<file path="config.mk">
export PLATFORM = sky130hd
export DESIGN_NAME = khl_cfg_regs
export DESIGN_NICKNAME = d
export VERILOG_FILES = /design/src/design/khl_pkg.sv /design/src/design/khl_cfg_regs.sv
export SDC_FILE = /design/constraint.sdc
export NUM_CORES = 1
export LEC_CHECK = 0
export BUFFER_PORTS_ARGS = -buffer_cell sky130_fd_sc_hd__buf_2
export CAP_MARGIN = 5
export CORE_UTILIZATION = 25
export CTS_CLUSTER_SIZE = 16
export DETAILED_ROUTE_END_ITERATION = 8
export GPL_TIMING_DRIVEN = 0
export SLEW_MARGIN = 10
export SYNTH_ARGS = -nofsm -noshare
export SYNTH_HDL_FRONTEND = slang
export SYNTH_SLANG_ARGS = --single-unit
</file>
<file path="constraint.sdc">
create_clock -name clk -period 2.37 [get_ports clk]
set_input_delay 0.1185 -clock clk [delete_from_list [all_inputs] [get_ports clk]]
set_output_delay 0.1185 -clock clk [all_outputs]
set_load 0.1 [all_outputs]
</file>
<file path="src/design/khl_pkg.sv">
package khl_pkg;

	localparam int ROW_LEN = 64;
	localparam int KW_MAX  = 128;
	localparam int KW_LEN  = 16;

	localparam int RA    = $clog2(ROW_LEN);
	localparam int RC_W  = $clog2(ROW_LEN + 1);
	localparam int IW    = $clog2(ROW_LEN + KW_LEN + 1);
	localparam int KI_W  = $clog2(KW_MAX);
	localparam int KJ_W  = $clog2(KW_MAX + 1);
	localparam int KL_W  = $clog2(KW_LEN + 1);
	localparam int KT_AW = $clog2(KW_MAX * KW_LEN);

	localparam int PADDR_W = 5;
	localparam int PDATA_W = 32;

	localparam logic [1:0] ACT_KW     = 2'd0;
	localparam logic [1:0] ACT_APPEND = 2'd1;
	localparam logic [1:0] ACT_HL     = 2'd2;
	localparam logic [1:0] ACT_NOP    = 2'd3;

	localparam logic [2:0] CLS_NORMAL = 3'd0;
	localparam logic [2:0] CLS_LINE   = 3'd1;
	localparam logic [2:0] CLS_BLOCK  = 3'd2;
	localparam logic [2:0] CLS_KEY    = 3'd3;
	localparam logic [2:0] CLS_TYPE   = 3'd4;
	localparam logic [2:0] CLS_STR    = 3'd5;
	localparam logic [2:0] CLS_NUM    = 3'd6;

	localparam logic [2:0] REG_LINE_CHARS = 3'd0;
	localparam logic [2:0] REG_LINE_LEN   = 3'd1;
	localparam logic [2:0] REG_BS_CHARS   = 3'd2;
	localparam logic [2:0] REG_BS_LEN     = 3'd3;
	localparam logic [2:0] REG_BE_CHARS   = 3'd4;
	localparam logic [2:0] REG_BE_LEN     = 3'd5;
	localparam logic [2:0] REG_STR_EN     = 3'd6;
	localparam logic [2:0] REG_NUM_EN     = 3'd7;

	localparam logic [7:0] CH_BSLASH = 8'h5C;
	localparam logic [7:0] CH_DQUOTE = 8'h22;
	localparam logic [7:0] CH_SQUOTE = 8'h27;
	localparam logic [7:0] CH_DOT    = 8'h2E;
	localparam logic [7:0] CH_ZERO   = 8'h30;
	localparam logic [7:0] CH_NINE   = 8'h39;

	typedef struct packed {
		logic [15:0] line_chars;
		logic [1:0]  line_len;
		logic [15:0] bs_chars;
		logic [1:0]  bs_len;
		logic [15:0] be_chars;
		logic [1:0]  be_len;
		logic        str_en;
		logic        num_en;
	} khl_cfg_t;

	typedef enum logic [3:0] {
		S_IDLE,
		S_RD0,
		S_RD1,
		S_DEC,
		S_KM,
		S_KL,
		S_KC,
		S_KS,
		S_FILL,
		S_ORD,
		S_OLD,
		S_OWT
	} khl_state_t;

	function automatic logic [1:0] clamp2(input logic [1:0] l);
		return (l == 2'd3) ? 2'd2 : l;
	endfunction

	function automatic logic pat_match(input logic [15:0] chars, input logic [1:0] len,
			input logic [7:0] a, input logic [7:0] b);
		logic m0;
		logic m1;
		m0 = (a == chars[7:0]);
		m1 = (b == chars[15:8]);
		return (len == 2'd0) || (len == 2'd1 && m0) || (len == 2'd2 && m0 && m1);
	endfunction

	function automatic logic is_sep(input logic [7:0] c);
		return c == 8'h00 || c == 8'h20 || (c >= 8'h09 && c <= 8'h0D) ||
			c == "," || c == "." || c == "(" || c == ")" || c == "+" || c == "-" ||
			c == "/" || c == "*" || c == "=" || c == "~" || c == "%" || c == "<" ||
			c == ">" || c == "[" || c == "]" || c == ";";
	endfunction

endpackage

</file>
<file path="src/design/khl_cfg_regs.sv">
module khl_cfg_regs (
	input  logic                    clk,
	input  logic                    arst_n,
	input  logic                    psel,
	input  logic                    penable,
	input  logic                    pwrite,
	input  logic [khl_pkg::PADDR_W-1:0] paddr,
	input  logic [khl_pkg::PDATA_W-1:0] pwdata,
	output logic [khl_pkg::PDATA_W-1:0] prdata,
	output logic                    pready,
	output khl_pkg::khl_cfg_t       cfg
);
	import khl_pkg::*;

	khl_cfg_t   cfg_q;
	logic       wr;
	logic [2:0] idx;

	assign wr     = psel && penable && pwrite;
	assign idx    = paddr[4:2];
	assign pready = 1'b1;
	assign cfg    = cfg_q;

	always_ff @(posedge clk or negedge arst_n) begin
		if (!arst_n) begin
			cfg_q <= '0;
		end else if (wr) begin
			unique case (idx)
				REG_LINE_CHARS: cfg_q.line_chars <= pwdata[15:0];
				REG_LINE_LEN:   cfg_q.line_len   <= pwdata[1:0];
				REG_BS_CHARS:   cfg_q.bs_chars   <= pwdata[15:0];
				REG_BS_LEN:     cfg_q.bs_len     <= pwdata[1:0];
				REG_BE_CHARS:   cfg_q.be_chars   <= pwdata[15:0];
				REG_BE_LEN:     cfg_q.be_len     <= pwdata[1:0];
				REG_STR_EN:     cfg_q.str_en     <= pwdata[0];
				REG_NUM_EN:     cfg_q.num_en     <= pwdata[0];
				default: ;
			endcase
		end
	end

	always_comb begin
		prdata = '0;
		unique case (idx)
			REG_LINE_CHARS: prdata[15:0] = cfg_q.line_chars;
			REG_LINE_LEN:   prdata[1:0]  = cfg_q.line_len;
			REG_BS_CHARS:   prdata[15:0] = cfg_q.bs_chars;
			REG_BS_LEN:     prdata[1:0]  = cfg_q.bs_len;
			REG_BE_CHARS:   prdata[15:0] = cfg_q.be_chars;
			REG_BE_LEN:     prdata[1:0]  = cfg_q.be_len;
			REG_STR_EN:     prdata[0]    = cfg_q.str_en;
			REG_NUM_EN:     prdata[0]    = cfg_q.num_en;
			default: ;
		endcase
	end
endmodule

</file>
### After elaboration in Yosys (flattened, before gate mapping)

Cells that the tools add are included.

| cells by class | value |
|---|---|
| add/subtract/negate cells | 0 |
| multiply operators | 0 |
| divide/modulo/power cells | 0 |
| order comparisons | 0 |
| equality and inequality tests | 7 |
| shift-type cells | 0 |
| muxes and demuxes | 3 |
| bitwise logic cells | 0 |
| reduce and logical (&&, ||, !) cells | 11 |

Operators with widths:

| kind | number |
|---|---|
| $pmux W14 S3 | 1 |
| $reduce_and A2 Y1 | 8 |
| $eq A3 B3 Y1 const B | 4 |
| $pmux W1 S8 | 1 |
| $eq A3 B2 Y1 const B | 2 |
| $pmux W1 S6 | 1 |
| $eq A3 B1 Y1 const B | 1 |
| $logic_not A3 Y1 | 1 |
| $logic_and A1 B1 Y1 | 2 |

| word-level totals | value |
|---|---|
| register bits | 56 |
| bits in latches | 0 |
| bits in writable memories | 0 |
| ROM bits | 0 |
| bits of input ports | 42 |
| output and inout port bits | 89 |
| logic and storage cells | 29 |
| memories | 0 |

### Depth between registers and ports, before layout

| depth | value |
|---|---|
| word-level depth | 3 |
| mapped depth | 6 |
| gate-level depth less buffers | 4 |

### Worst setup path before layout

OpenSTA, ideal clock, no wires.

| timing | value |
|---|---|
| kind | reg-to-output |
| from | register cfg_q, in the netlist cfg[0] |
| to | output prdata[0] (netlist bit) |
| arrival | 2.964 ns |
| data required time | 2.251 ns |
| slack | -0.713 ns |
| cell stages (with the launch flop) | 4 |
| path buffers | 0 |
| cell sequence | dfrtp_1 -> mux2_2 -> nand3_1 -> a31oi_1 |

| between the ends | value |
|---|---|
| cells in the longest elaborated chain, start to end | 1 |

Ends and longest elaborated chain:

| item | line | text |
|---|---|---|
| start: declaration | khl_cfg_regs.sv:15 | `khl_cfg_t cfg_q;` |
| $pmux W1 S8 | khl_cfg_regs.sv:44 | `unique case (idx)` |
| end: declaration | khl_cfg_regs.sv:9 | `output logic [khl_pkg::PDATA_W-1:0] prdata,` |

No other way between the ends.

### Worst setup path in the final report

| timing | value |
|---|---|
| from | input paddr[4] (netlist bit) |
| to | output prdata[0] (netlist bit) |

| between the ends | value |
|---|---|
| cells in the longest elaborated chain, start to end | 2 |
| elaborated cells between the ends (all ways) | 9 |
| those cells by class | eq/ne: 7; mux: 1; reduce/logical: 1 |

Ends and longest elaborated chain:

| item | line | text |
|---|---|---|
| start: declaration | khl_cfg_regs.sv:7 | `input logic [khl_pkg::PADDR_W-1:0] paddr,` |
| $eq A3 B3 Y1, or another cell as far along | khl_cfg_regs.sv:44 |  |
| $pmux W1 S8 (*) | khl_cfg_regs.sv:44 |  |

Mark *: on every way between the ends. The rest lies on a longest branch, timed or not.

==> results.sh <==
export IMPL_grt_overflow=0
export IMPL_avgSynthCellArea_um2=12.0
export IMPL_post_route_util_pct=34.0
export IMPL_worstPathRequired_ns=2.25
export IMPL_clockBufferDepth=2
export IMPL_first_iter_violations=72
export IMPL_area_growth_pct=31.5
export IMPL_syn_instance_count=236
export IMPL_cts_root_buffer="clkbuf_16"
export IMPL_tightestPinTransition_ns=0.763
export IMPL_drive_gt1_share_pct=57.0
export IMPL_cp_end_kind="output port"
export IMPL_dpl_cell_count=483
export IMPL_wl_per_cell_um=16.1
export IMPL_register_area_um2=1400
export IMPL_first_global_vias=2109
export IMPL_layout_nets=393
export IMPL_swShare_pct=56.4
export IMPL_die_w_um=108
export IMPL_dp_hpwl_mm=5.52
export IMPL_ff2ff_setup_slack_ns=1.58
export IMPL_crit_type="primary input to output port"
export IMPL_cts_setup_buffers=0
export IMPL_cpLargestDelayFamily="buffers and inverters"
export IMPL_max_stage_delay_ns=0.61
export IMPL_hp_class="primary input to flip-flop"
export IMPL_first_pass_iters=4
export IMPL_cts_inserted_buffers=5
export IMPL_die_h_um=108
export IMPL_seq_area_frac_synth_pct=49.5
export IMPL_synthArstFlopShare_pct=100
export IMPL_start_util_pct=25.9
export IMPL_h_tree_depth=2
export IMPL_drc_errors=0
export IMPL_synth_edff_count=0
export IMPL_drv_slew=0
export IMPL_grt_usage_pct=13.9
export IMPL_worst_slew_margin_rel_pct=48.9
export IMPL_io_pins=131
export IMPL_clock_latency_ns=0.29
export IMPL_ys_warn_count=0
export IMPL_cp_buffers_inverters=3
export IMPL_fmax_ghz=0.490
export IMPL_setup_viol=0
export IMPL_fin_crit_sh_pct=86.2
export IMPL_largest_reg_flops=56
export IMPL_port_buffers=92
export IMPL_ir_drop_mv=0.542
export IMPL_holdWs_ns=0.0793
export IMPL_grt_pass1_wl_mm=12.1
export IMPL_stdcell_count=491
export IMPL_multi_input_area_um2=1310
export IMPL_via_per_inst=4.37
export IMPL_cap_violations=0
export IMPL_worst_path_max_fanout=10
export IMPL_core_area_um2=10900
export IMPL_start_kind="primary input"
export IMPL_synth_seq_cells=56
export IMPL_cts_sinks=56
export IMPL_status="finished, final reports clean"
export IMPL_cts_tree="done"
export IMPL_fillers=1122
export IMPL_skew_ns=0
export IMPL_p_seq_share_pct=29.0
export IMPL_combPwrFrac_pct=54.5
export IMPL_p_int_uw=1930
export IMPL_powerDensity_nw_per_um2=1190
export IMPL_min_period_ns=2.04
export IMPL_finalHoldViolCount=0
export IMPL_rsz0062_at_grt="no"
export IMPL_fp_row_count=38
export IMPL_cpMaxStageDelayCell="buf_1"
export IMPL_grt_max_degree=57
export IMPL_drtAntennaViolNets=0
export IMPL_antenna_found_initial=0
export IMPL_yosysUniqueCellTypes=30
export IMPL_synth_main_ff_cell="dfrtp_1"
export IMPL_vias=2148
export IMPL_cp_arrival_ns=1.92
export IMPL_crit_chain="clkbuf_1 > buf_1 > nand3_1 > a31oi_2 > buf_2"
export IMPL_path_clk_slew_ns=0.07
export IMPL_n_antenna_cell=0
export IMPL_p_clk_share_pct=16.5
export IMPL_switching_power_uw=2500
export IMPL_setup_tns_ns=0
export IMPL_routabilityCongestion=0.722
export IMPL_synth_area_um2=2830
export IMPL_p_leak_uw=0.00194
export IMPL_drt_total_wl_mm=7.89
export IMPL_dieArea_um2=11800
## power groups by stage
stage          sequential (uW)  clock, uW  combinational [uW]
2_1_floorplan             2660          0                 695
3_3_place_gp              1290          0                2410
3_5_place_dp              1300          0                2430
4_1_cts                   1290        765                2430
5_1_grt                   1320        792                2490
6_report                  1290        730                2420
## through the flow
step           area, um2  setup slack, ns  total power (uW)
5_1_grt             3720            0.189              4600
3_3_place_gp        3570           0.0407              3710
4_1_cts             3720           0.0121              4480
6_report            3720            0.328              4440
3_5_place_dp        3570           0.0176              3730
2_1_floorplan       2930          -0.0572              3360
## cells by family after synthesis
family / synth area share, %
compound gates: 3.98
buf+inv: 7.82
flops: 49.5
mux: 29.7
other cells: 0.265
simple gates: 8.75
## Yosys cell counts, types with 4 or more instances
cell / number / share of area [%]
dfrtp_1: 56 / 50
mux2_2: 47 / 19
nor2_1: 35 / 4.6
buf_4: 18 / 4.8
mux2i_1: 16 / 5.7
a21oi_1: 15 / 2.7
mux2_4: 10 / 5.3
clkbuf_1: 6 / 0.80
nand2_1: 4 / 0.53
## final cells by class
| type | count | share of cell area (%) |
|---|---|---|
| timing repair buffer | 93 | 12.7 |
| tap | 140 | 4.71 |
| buffer | 31 | 5.92 |
| inverter | 1 | 0.101 |
| clock buffer | 5 | 3.36 |
| clock inverter | 2 | 0.336 |
| multi-input combinational | 163 | 35.2 |
| sequential | 56 | 37.6 |
## repair_timing
| action | CTS | global route |
|---|---|---|
| hold buffers | 1 | 0 |
| setup endpoints to repair | 0 | 11 |
| hold endpoints to repair | 56 | 0 |
| resized for setup | 0 | 5 |
## path summary, 6_finish.rpt
| kind | cells past startpoint | startpoint | to |
|---|---|---|---|
| min in group asynchronous | 2 | arst_n | cfg[55]$_DFFE_PN0P_ |
| setup / recovery | 5 | paddr[4] | prdata[0] |
| max in group asynchronous | 2 | arst_n | cfg[45]$_DFFE_PN0P_ |
| setup reg to reg | 1 | cfg[25]$_DFFE_PN0P_ | cfg[25]$_DFFE_PN0P_ |
| hold / removal | 2 | pwdata[14] | cfg[54]$_DFFE_PN0P_ |
| hold reg to reg | 1 | cfg[38]$_DFFE_PN0P_ | cfg[38]$_DFFE_PN0P_ |
## cells in the final DEF (no fill, tap or decap)
cell type,count
nor4_1,1
nor2b_1,2
nor2_2,15
clkbuf_16,5
nand3_1,1
clkbuf_1,4
o22ai_2,1
nor3_2,1
clkinv_2,1
a31oi_1,1
buf_6,2
or3_1,1
buf_4,19
clkbuf_2,2
nand4_1,1
a21oi_1,15
conb_1,17
mux2i_1,16
o22a_1,1
nor2_1,21
nand2b_1,2
mux2_2,47
nor3_1,1
inv_1,1
dlygate4sd3_1,1
buf_12,1
clkinvlp_4,1
dfrtp_1,56
nand4b_4,1
o21ai_0,2
buf_1,2
a31oi_2,1
buf_2,93
nand3b_1,1
nand2_1,4
mux2_4,10
## metal layers
| metal | vias to the layer above | global-route usage [%] | part of all wire (%) |
|---|---|---|---|
| li1 | 1004 | - | - |
| met1 | 1056 | 18.1 | 46 |
| met2 | 83 | 23.4 | 48 |
| met3 | 5 | 2.89 | 5.2 |
| met4 | 0 | 3.19 | 0.90 |
| met5 | - | 0 | 0 |
Note: power is estimated with default switching activity, not from simulation.
